--- src/hw/rtl/fre_ram.sv ---
// Generic simple dual-port RAM: one write port, one read port, registered read.
// Depends on nothing.
module fre_ram #(
  parameter int unsigned WIDTH = 8,
  parameter int unsigned DEPTH = 16
) (
  input  logic                                   clk_i,
  input  logic                                   we_i,
  input  logic [((DEPTH > 1) ? $clog2(DEPTH) : 1)-1:0] waddr_i,
  input  logic [WIDTH-1:0]                       wdata_i,
  input  logic                                   re_i,
  input  logic [((DEPTH > 1) ? $clog2(DEPTH) : 1)-1:0] raddr_i,
  output logic [WIDTH-1:0]                       rdata_o
);

  logic [WIDTH-1:0] mem_q [DEPTH];
  logic [WIDTH-1:0] rdata_q;

  // Read data holds while no read is issued.
  always_ff @(posedge clk_i) begin
    if (we_i) begin
      mem_q[waddr_i] <= wdata_i;
    end
    if (re_i) begin
      rdata_q <= mem_q[raddr_i];
    end
  end

  assign rdata_o = rdata_q;

endmodule

--- config.mk ---
export PLATFORM = sky130hd
export DESIGN_NAME = fre_ram
export DESIGN_NICKNAME = d
export VERILOG_FILES = /design/src/hw/rtl/fre_ram.sv
export SDC_FILE = /design/constraint.sdc
export NUM_CORES = 1
export LEC_CHECK = 0
export BUFFER_PORTS_ARGS = -buffer_cell sky130_fd_sc_hd__buf_4
export CAP_MARGIN = 40
export CORE_ASPECT_RATIO = 0.75
export CORE_MARGIN = 10
export CORE_UTILIZATION = 54
export CTS_CLUSTER_DIAMETER = 40
export DETAILED_ROUTE_END_ITERATION = 6
export GPL_TIMING_DRIVEN = 1
export PLACE_DENSITY_LB_ADDON = 0.15
export RECOVER_POWER = 100
export SLEW_MARGIN = 25
export SYNTH_ARGS = -nofsm -noshare
export SYNTH_HDL_FRONTEND = slang
export SYNTH_SLANG_ARGS = --single-unit
export TNS_END_PERCENT = 50
--- constraint.sdc ---
create_clock -name clk_i -period 1.5 [get_ports clk_i]
set_input_delay 0.075 -clock clk_i [delete_from_list [all_inputs] [get_ports clk_i]]
set_output_delay 0.075 -clock clk_i [all_outputs]
set_load 0.01 [all_outputs]
# Word-level counts from Yosys, hierarchy flattened
# Memory sizes are Yosys's and may differ from the RTL's. A register that Yosys moved wholly into a read port is not among the register bits.
# Index checks and enable logic that the tools add are counted.
dict set report word_totals {
  reg_bits 0
  ramBits 128
  in_bits 19
  out_inout_bits 8
  word_cells 3
  n_memories 1
}
# name words word_bits rd rd_clocked_by_memory_dff wr line_no
set mem_list {}
lappend mem_list {mem_q 16 8 1 1 1 16} ;# logic [WIDTH-1:0] mem_q [DEPTH];
dict set report op_classes {
  muxes 2
}
# operator count
set op_table {}
lappend op_table {{2-to-1 mux 1 bit} 2}

# Longest topological paths before layout
# Gate-level depths: netlist of the first run.
dict set report depth {
  word_depth 2
  ltp_mapped 5
  ltp_nobuf 3
}

# Worst setup path after synthesis of the first run
# No wires, ideal clock.
dict set report synth_path {
  kind {in2reg}
  startpoint {in waddr_i[2] in the netlist's numbering}
  endpoint {mem mem_q[0][0] (enable)}
  setup_time_ps 383
  arrival_ps 1185
  required_ps 1117
  slack_ps -68
  cell_stages 2
  path_buffers 0
  path_cell_list {or3b_2 -> nor3_1}
}
# item line_no
set synth_lines {}
lappend synth_lines {{start: declaration} 9} ;# input logic [((DEPTH > 1) ? $clog2(DEPTH) : 1)-1:0] waddr_i,
lappend synth_lines {{end: declaration} 16}
# No word-level cell before the write port.

==> flow_summary.ini, run 1 <==
[floorplanning]
num_rows = 31
start_util_pct = 54.8
ios = 27
dieArea_sq_mm = 0.0141
core_sq_mm = 0.00954
die_h_um = 105
fp.dieW_um = 134

[timing]
finalCritPeriodShare_pct = 97.0
relSlewSlack_pct = 42.8
final.setup.tns_ps = 0
max_freq_mhz = 687
finalWorstSetupSlack_ps = 44.6
hold_viol = 0
rsz0062_at_grt = no
max_slew.worst_pin.slew_ps = 856
slew_viol_final = 0
setup_viol = 0
period_minus_slack_ps = 1460
fin_skew_ps = 5.45

[power]
powerDensity_mw_per_mm2 = 1380
p_leak_uw = 0.00206
total_power_uw = 8740
ir_worst_vdd_mv = 1.12

[detailed_routing]
via_per_inst = 5.69
num_vias = 2566
ant_nets = 0
drtIter0Drc = 225
wire_per_inst_um = 23.1
wl_mm = 10.4
drtPass1Iterations = 4
drcViolationCount = 0

[worst_hold_path]
min-delay-path-class = input pin to flop
min_from = waddr_i[0]
hold_depth = 3

[clock_network]
cts-htree-levels = 4
tritoncts = built
cts.sinks = 136
cts.path.max_buffers = 2
root_buffer = clkbuf_16
clock_latency_ps = 410
path_clk_slew_ps = 60
numCtsBuffers = 17

[critical_path]
worstSetupEndpointType = flop
crit_required_ps = 1660
reg2reg_depth = 3
cp_max_fo = 1
critPathArrivalTime_ps = 1610
critPathKind = flop to flop
crit_start = mem_q[9][3]
r2r-start = mem_q[9][3]
worstSetupStartpointType = flop

[placement]
hpwl_mm = 6.84
place_congestion = 0.800
dp.cells = 410
port-buffer-count = 26
place_ws_ps = -134

[global_route]
grt_antenna_before_repair = 0
grt_pass1_wl_mm = 16.0
grt_usage_pct = 15.8
grt_max_degree = 17
grt_pass1_vias = 2686
overflow = 0

[layout]
final_nets = 325
final_cells = 451
antenna_cells = 0
drive_gt1_share_pct = 21.6
areaGrowthSynthToFinish_pct = 21.0

[outcome]
status = finished, final reports clean

[synth]
yosysWarnings = 0
avgSynthCellArea_sq_um = 22.8
yosysUniqueCellTypes = 18
ys_seq_area_share_pct = 78.1
synth_nets = 248
ys_ff_latch = 136
syn_inst = 229
synth.cell_area_sq_mm = 0.00523

[run]
maxCapViolations = 0
## flip-flops by register name (all words and copies together), names as in the netlist
name,count
mem_q,128
rdata_o,8
## through the flow
| stage | utilization [%] | cell area [sq um] | hold WS (ps) |
|---|---|---|---|
| finish | 66.3 | 6330 | 200 |
| global route | 66.3 | 6330 | 224 |
| CTS | 67.9 | 6480 | 168 |
| detailed placement | 60.8 | 5800 | 385 |
| global placement | 60.8 | 5800 | 372 |
| floorplan | - | 5230 | 174 |
## cells in the final DEF (no fill, tap or decap), drive strengths merged
cell | Yosys | layout
inv | 0 | 3
clkbuf | 0 | 60
dlygate4sd3 | 0 | 9
edfxtp | 136 | 136
mux4 | 32 | 32
and2b | 1 | 1
nand3 | 1 | 1
nand3b | 2 | 2
buf | 7 | 17
or3b | 1 | 1
nor2b | 1 | 1
and2 | 1 | 1
nand2 | 9 | 9
clkinv | 0 | 4
nand2b | 2 | 2
bufinv | 0 | 2
a22oi | 16 | 16
clkinvlp | 0 | 5
nor3 | 4 | 4
nor2 | 13 | 13
## cell usage after synthesis
| cell | n | share of area [%] |
|---|---|---|
| or3b_2 | 1 | 0.17 |
| buf_6 | 3 | 0.65 |
| nand2b_1 | 2 | 0.24 |
| nand3_1 | 1 | 0.096 |
| nand3b_1 | 2 | 0.29 |
| and2_1 | 1 | 0.12 |
| edfxtp_1 | 136 | 78 |
| buf_4 | 1 | 0.14 |
| mux4_2 | 18 | 7.8 |
| clkdlybuf4s25_2 | 3 | 0.57 |
| a22oi_1 | 16 | 2.3 |
| nand2_1 | 9 | 0.65 |
| mux4_1 | 14 | 7.0 |
| buf_2 | 3 | 0.29 |
| nor2_1 | 13 | 0.93 |
| and2b_1 | 1 | 0.14 |
| nor2b_1 | 1 | 0.12 |
| nor3_1 | 4 | 0.38 |
## routing by layer
metal  wire length [um]  share of wire, %  GRT usage, %
met4                134               1.3          6.74
met1               4640                44          21.1
met5                  0                 0             0
met2               5020                48          23.7
met3                634               6.1          4.60
## power breakdown
group	total, uW	internal (uW)	switching (uW)
combinational	435	195	240
clock	4000	2450	1550
sequential	4310	4280	24.8
total	8740	6930	1810
## path summary, 6_finish.rpt
path	end	slack [ps]
max	rdata_o[3]	40
min reg2reg	rdata_o[3]	750
max reg2reg	rdata_o[3]	40
min	mem_q[12][6]	200
## kinds of logic after synthesis
logic type | after synthesis | synth area share, %
compound gates | 16 | 2.30
simple gates | 35 | 3.14
flops | 136 | 78.1
buf+inv | 10 | 1.65
mux | 32 | 14.8
## worst max-delay path: stages, from the launching register on
cell      delay (ps)
edfxtp_1         360
mux4_1           510
a22oi_1          250
nand2_1           70
## cell type report
type,count,area [sq um]
clock buffers,18,429
clock inverters,14,150
fillers,656,3220
multi-input cells,83,1070
flip-flops and latches,136,4080
well taps,132,165
repair buffers,68,425
## repair_timing
| action | in CTS | in global routing |
|---|---|---|
| hold endpoints to repair | 136 | 0 |
| setup endpoints to repair | 1 | 3 |
| gates resized for setup | 1 | 2 |
| pin swaps | 0 | 1 |
| hold buffers | 9 | 0 |
| buffers inserted | 0 | 0 |
Power figures use the tool's default switching activity.
==> run 2: changes to the inputs <==
--- a/config.mk
+++ b/config.mk
@@ -13,7 +13,7 @@
 export CTS_CLUSTER_DIAMETER = 40
 export DETAILED_ROUTE_END_ITERATION = 6
 export GPL_TIMING_DRIVEN = 1
-export PLACE_DENSITY_LB_ADDON = 0.15
+export PLACE_DENSITY = 0.74
 export RECOVER_POWER = 100
 export SLEW_MARGIN = 25
 export SYNTH_ARGS = -nofsm -noshare
==> run 2 against run 1 <==
Compared with the run above: clock power shrank 7.0%; design area shrank 1.9%; non-clock buffer count shrank 9; clock skew grew 3.8 ps; power shrank 3.4%; critical path depth is the same; die area is the same; sequential power is essentially flat; register-to-register slack is essentially flat; utilization shrank 1.3 points; sequential share of layout area grew 1.3 points; combinational power shrank 4%; critical endpoint is now rdata_o[6].
==> flow_summary.ini, run 2 (synthesis results as in run 1) <==
[global_route]
grt_max_degree = 17
grt_antenna_before_repair = 0
grt_pass1_wl_mm = 15.9
grt_usage_pct = 15.4
overflow = 0
grt_pass1_vias = 2750

[critical_path]
worstSetupEndpointType = flop
worstSetupStartpointType = flop
slowest_delay_ps = 470
slowest_stage = mux4_2
reg2reg_depth = 3
critPathArrivalTime_ps = 1610
r2r-start = mem_q[3][6]
critPathKind = flop to flop
cp_top_family = multiplexers
crit_chain = mux4_2 > a22oi_1 > nand2_1
crit_required_ps = 1650
r2r-end = rdata_o[6]
cp_max_fo = 1
reg2reg_setup_slack_ps = 50
cp.buffers_inverters = 0

[layout]
largest_reg_flops = 128
antenna_cells = 0
final_common_cell = edfxtp_1
top_register = mem_q
drive_gt1_share_pct = 19.0
final_nets = 316
final_cell_mix = 136 x edfxtp_1, 42 x clkbuf_1, 19 x mux4_2
areaGrowthSynthToFinish_pct = 18.7

[timing]
period_minus_slack_ps = 1450
finalCritPeriodShare_pct = 97.0
hold_viol = 0
slew_viol_final = 0
relSlewSlack_pct = 53.4
final.setup.tns_ps = 0
max_freq_mhz = 688
rsz0062_at_grt = no
max_slew.worst_pin.slew_ps = 699
setup_viol = 0
fin_skew_ps = 9.28

[run]
maxCapViolations = 0

[detailed_routing]
wire_per_inst_um = 23.1
wl_mm = 10.1
drtIter0Drc = 250
via_per_inst = 5.76
ant_nets = 0
drcViolationCount = 0
num_vias = 2524
drtPass1Iterations = 4

[power]
total_power_uw = 8450
ir_worst_vdd_mv = 0.746
p_leak_uw = 0.00202
powerDensity_mw_per_mm2 = 1360

[placement]
hpwl_mm = 6.67
port-buffer-count = 26
place_congestion = 0.770

[floorplanning]
start_util_pct = 54.8
ios = 27
dieArea_sq_mm = 0.0141
die_h_um = 105
core_sq_mm = 0.00954
num_rows = 31
fp.dieW_um = 134

[worst_hold_path]
hold_depth = 4
holdPathEnd = rdata_o[1]
min-delay-path-class = input pin to flop
min_from = raddr_i[1]

[clock_network]
path_clk_slew_ps = 50
cts.path.max_buffers = 2
cts_setup_buffers = 0
clock_latency_ps = 410
numCtsBuffers = 17
root_buffer = clkbuf_16
tritoncts = built
cts.sinks = 136
cts-htree-levels = 4

[outcome]
status = finished, final reports clean
## run 2: worst reg2reg max path: cells and delay by family, from the launching register on
family           cells  cell delay, ps
flip-flops           1             360
AND/OR/NAND/NOR      1              90
multiplexers         1             470
AO/OA/AOI/OAI        1             280
## run 2: layer usage
metal	global-route usage, %	routed length, um	up-vias
li1	-	-	1112
met1	20.6	4370	1307
met5	0	0	-
met3	5.36	873	6
met4	5.35	86	0
met2	23.2	4790	99
## run 2: how the worst max path moves through the flow
stage,from,endpoint,slack (ps),depth (start not counted)
2_1_floorplan,raddr_i[0],rdata_o[1],140,5
3_3_place_gp,raddr_i[0],rdata_o[1],-30,5
3_5_place_dp,raddr_i[0],rdata_o[1],-70,5
4_1_cts,mem_q[3][6],rdata_o[6],50,3
5_1_grt,mem_q[3][6],rdata_o[6],10,3
6_report,mem_q[3][6],rdata_o[6],50,3
## run 2: final cells by class
type | count | area [sq um]
Tap cell | 132 | 165
Timing Repair Buffer | 59 | 364
Sequential cell | 136 | 4080
Multi-Input combinational cell | 83 | 1070
Clock inverter | 6 | 78.8
Fill cell | 663 | 3340
Clock buffer | 22 | 444
## run 2: what timing repair did
| action | in CTS | in global routing |
|---|---|---|
| endpoints found under the setup margin | 1 | 2 |
| hold endpoints to repair | 136 | 0 |
| hold buffers | 9 | 0 |
| resized for setup | 1 | 3 |
| pin swaps | 0 | 0 |
## run 2: metrics by stage
stage | hold WS [ps] | cell area, sq um | instances | utilization, % | worst slack (ps)
6_report | 198 | 6200 | 438 | 65.0 | 45.6
3_3_place_gp | 386 | 5720 | 401 | 60.0 | -33.5
2_1_floorplan | 174 | 5230 | 229 | - | 143
4_1_cts | 184 | 6340 | 438 | 66.5 | 45.7
5_1_grt | 235 | 6200 | 438 | 65.0 | 11.8
3_5_place_dp | 392 | 5720 | 401 | 60.0 | -69.0
## run 2: report_power, final
part	internal, uW	switching [uW]
clock network	2390	1330
logic	185	234
registers	4290	25.7
total	6860	1590
==> run 3: changes to the inputs <==
--- a/config.mk
+++ b/config.mk
@@ -13,7 +13,7 @@
 export CTS_CLUSTER_DIAMETER = 40
 export DETAILED_ROUTE_END_ITERATION = 6
 export GPL_TIMING_DRIVEN = 1
-export PLACE_DENSITY = 0.74
+export PLACE_DENSITY_LB_ADDON = 0.2
 export RECOVER_POWER = 100
 export SLEW_MARGIN = 25
 export SYNTH_ARGS = -nofsm -noshare
==> run 3 against run 2 <==
Compared with the run above: global-route usage is essentially flat; first-iteration DRC count grew 0.40%; worst setup slack lost 21 ps; cell count grew 1.4%; critical path type unchanged; flip-flop and latch count is the same; critical path depth is the same; die area is the same.
==> flow_summary.ini, run 3 (synthesis results as in run 1) <==
[layout]
top_register = mem_q
areaGrowthSynthToFinish_pct = 20.4
largest_reg_flops = 128
final_cell_mix = 136 x edfxtp_1, 40 x clkbuf_1, 19 x mux4_2
utilization_pct = 66.0
fin_area_sq_mm = 0.00629
drive_gt1_share_pct = 21.8
antenna_cells = 0
final_common_cell = edfxtp_1
final_cells = 444
fill_cells = 681
final_nets = 318

[power]
powerDensity_mw_per_mm2 = 1420
p_leak_uw = 0.00206
ir_worst_vdd_mv = 0.821

[floorplanning]
fp.dieW_um = 134
num_rows = 31
die_h_um = 105
dieArea_sq_mm = 0.0141
start_util_pct = 54.8
ios = 27
core_sq_mm = 0.00954

[timing]
setup_viol = 0
finalCritPeriodShare_pct = 98.3
max_slew.worst_pin.slew_ps = 769
relSlewSlack_pct = 48.6
max_freq_mhz = 678
fin_skew_ps = 8.73
period_minus_slack_ps = 1470
hold_viol = 0
finalWorstSetupSlack_ps = 25.1
rsz0062_at_grt = yes
slew_viol_final = 0

[critical_path]
critPathKind = flop to flop
crit_start = mem_q[11][7]
crit_required_ps = 1640
slowest_delay_ps = 490
slowest_stage = mux4_2
r2r-start = mem_q[11][7]
crit_chain = mux4_2 > a22oi_2 > nand2_1
critPathArrivalTime_ps = 1620
worstSetupEndpointType = flop
worstSetupStartpointType = flop
cp_max_fo = 1

[placement]
hpwl_mm = 6.65
place_ws_ps = -163
dp.cells = 403
port-buffer-count = 26
placed_cell_area_sq_mm = 0.00573
place_congestion = 0.797

[detailed_routing]
drtPass1Iterations = 4
ant_nets = 0
via_per_inst = 5.69
wl_mm = 10.2
drcViolationCount = 0
num_vias = 2525
drtIter0Drc = 251
wire_per_inst_um = 23.0

[global_route]
grt_pass1_vias = 2677
grt_pass1_wl_mm = 15.8
grt_antenna_before_repair = 0
grt_usage_pct = 15.4
grt_max_degree = 18
overflow = 0

[clock_network]
numCtsBuffers = 17
tritoncts = built
cts.sinks = 136
path_clk_slew_ps = 50
cts.path.max_buffers = 2
cts-htree-levels = 4
clock_latency_ps = 420
root_buffer = clkbuf_16

[worst_hold_path]
min-delay-path-class = input pin to flop
min_from = waddr_i[0]

[outcome]
status = finished, final reports clean

[run]
maxCapViolations = 0
==> run 3: final timing paths <==
| path | endpoint | slack [ps] | cells after the start |
|---|---|---|---|
| max reg2reg | rdata_o[7] | 30 | 3 |
| min | mem_q[12][5] | 180 | 3 |
| max | rdata_o[7] | 30 | 3 |
| min reg2reg | rdata_o[3] | 760 | 3 |
==> run 3: stage by stage <==
stage	hold slack, ps	total power [uW]	setup TNS, ps
final	182	8910	0
after floorplan	174	4600	0
after global routing	188	9170	-27.7
after global placement	383	4820	-491
after detailed placement	383	4830	-533
after CTS	160	9010	0
==> run 3: power breakdown <==
group          switching [uW]  internal (uW)  leakage (uW)  total (uW)
clock network            1430           2740      0.000294        4170
registers                21.1           4290       0.00124        4310
logic                     246            188      0.000530         434
total                    1700           7220       0.00206        8910
==> run 3: final cells by class <==
class,count,area (sq um),area share [%]
sequential,136,4080,64.9
multi-input combinational,83,1090,17.3
clock inverter,12,156,2.48
tap,132,165,2.62
timing repair buffer,61,367,5.82
clock buffer,20,437,6.94
==> run 3: metal layers <==
layer | up-vias | routed length [um] | part of all wire [%] | global-route usage (%)
met1 | 1313 | 4720 | 46 | 21.0
met5 | - | 0 | 0 | 0
met4 | 0 | 57 | 0.56 | 4.65
li1 | 1121 | - | - | -
met3 | 5 | 694 | 6.8 | 6.17
met2 | 86 | 4760 | 47 | 22.4
==> run 3: critical path, delay by kind of cell (launching register included) <==
kind | cells | cell delay, ps
DFF | 1 | 360
AOI/OAI and AO/OA | 1 | 230
muxes | 1 | 490
and+or+nand+nor | 1 | 140
==> run 3: timing repair <==
| item | in CTS | in global routing |
|---|---|---|
| hold buffers | 9 | 0 |
| endpoints found under the hold margin | 133 | 0 |
| resized for setup | 3 | 6 |
| pin swaps | 0 | 1 |
| buffers inserted | 0 | 0 |
| setup endpoints to repair | 2 | 6 |
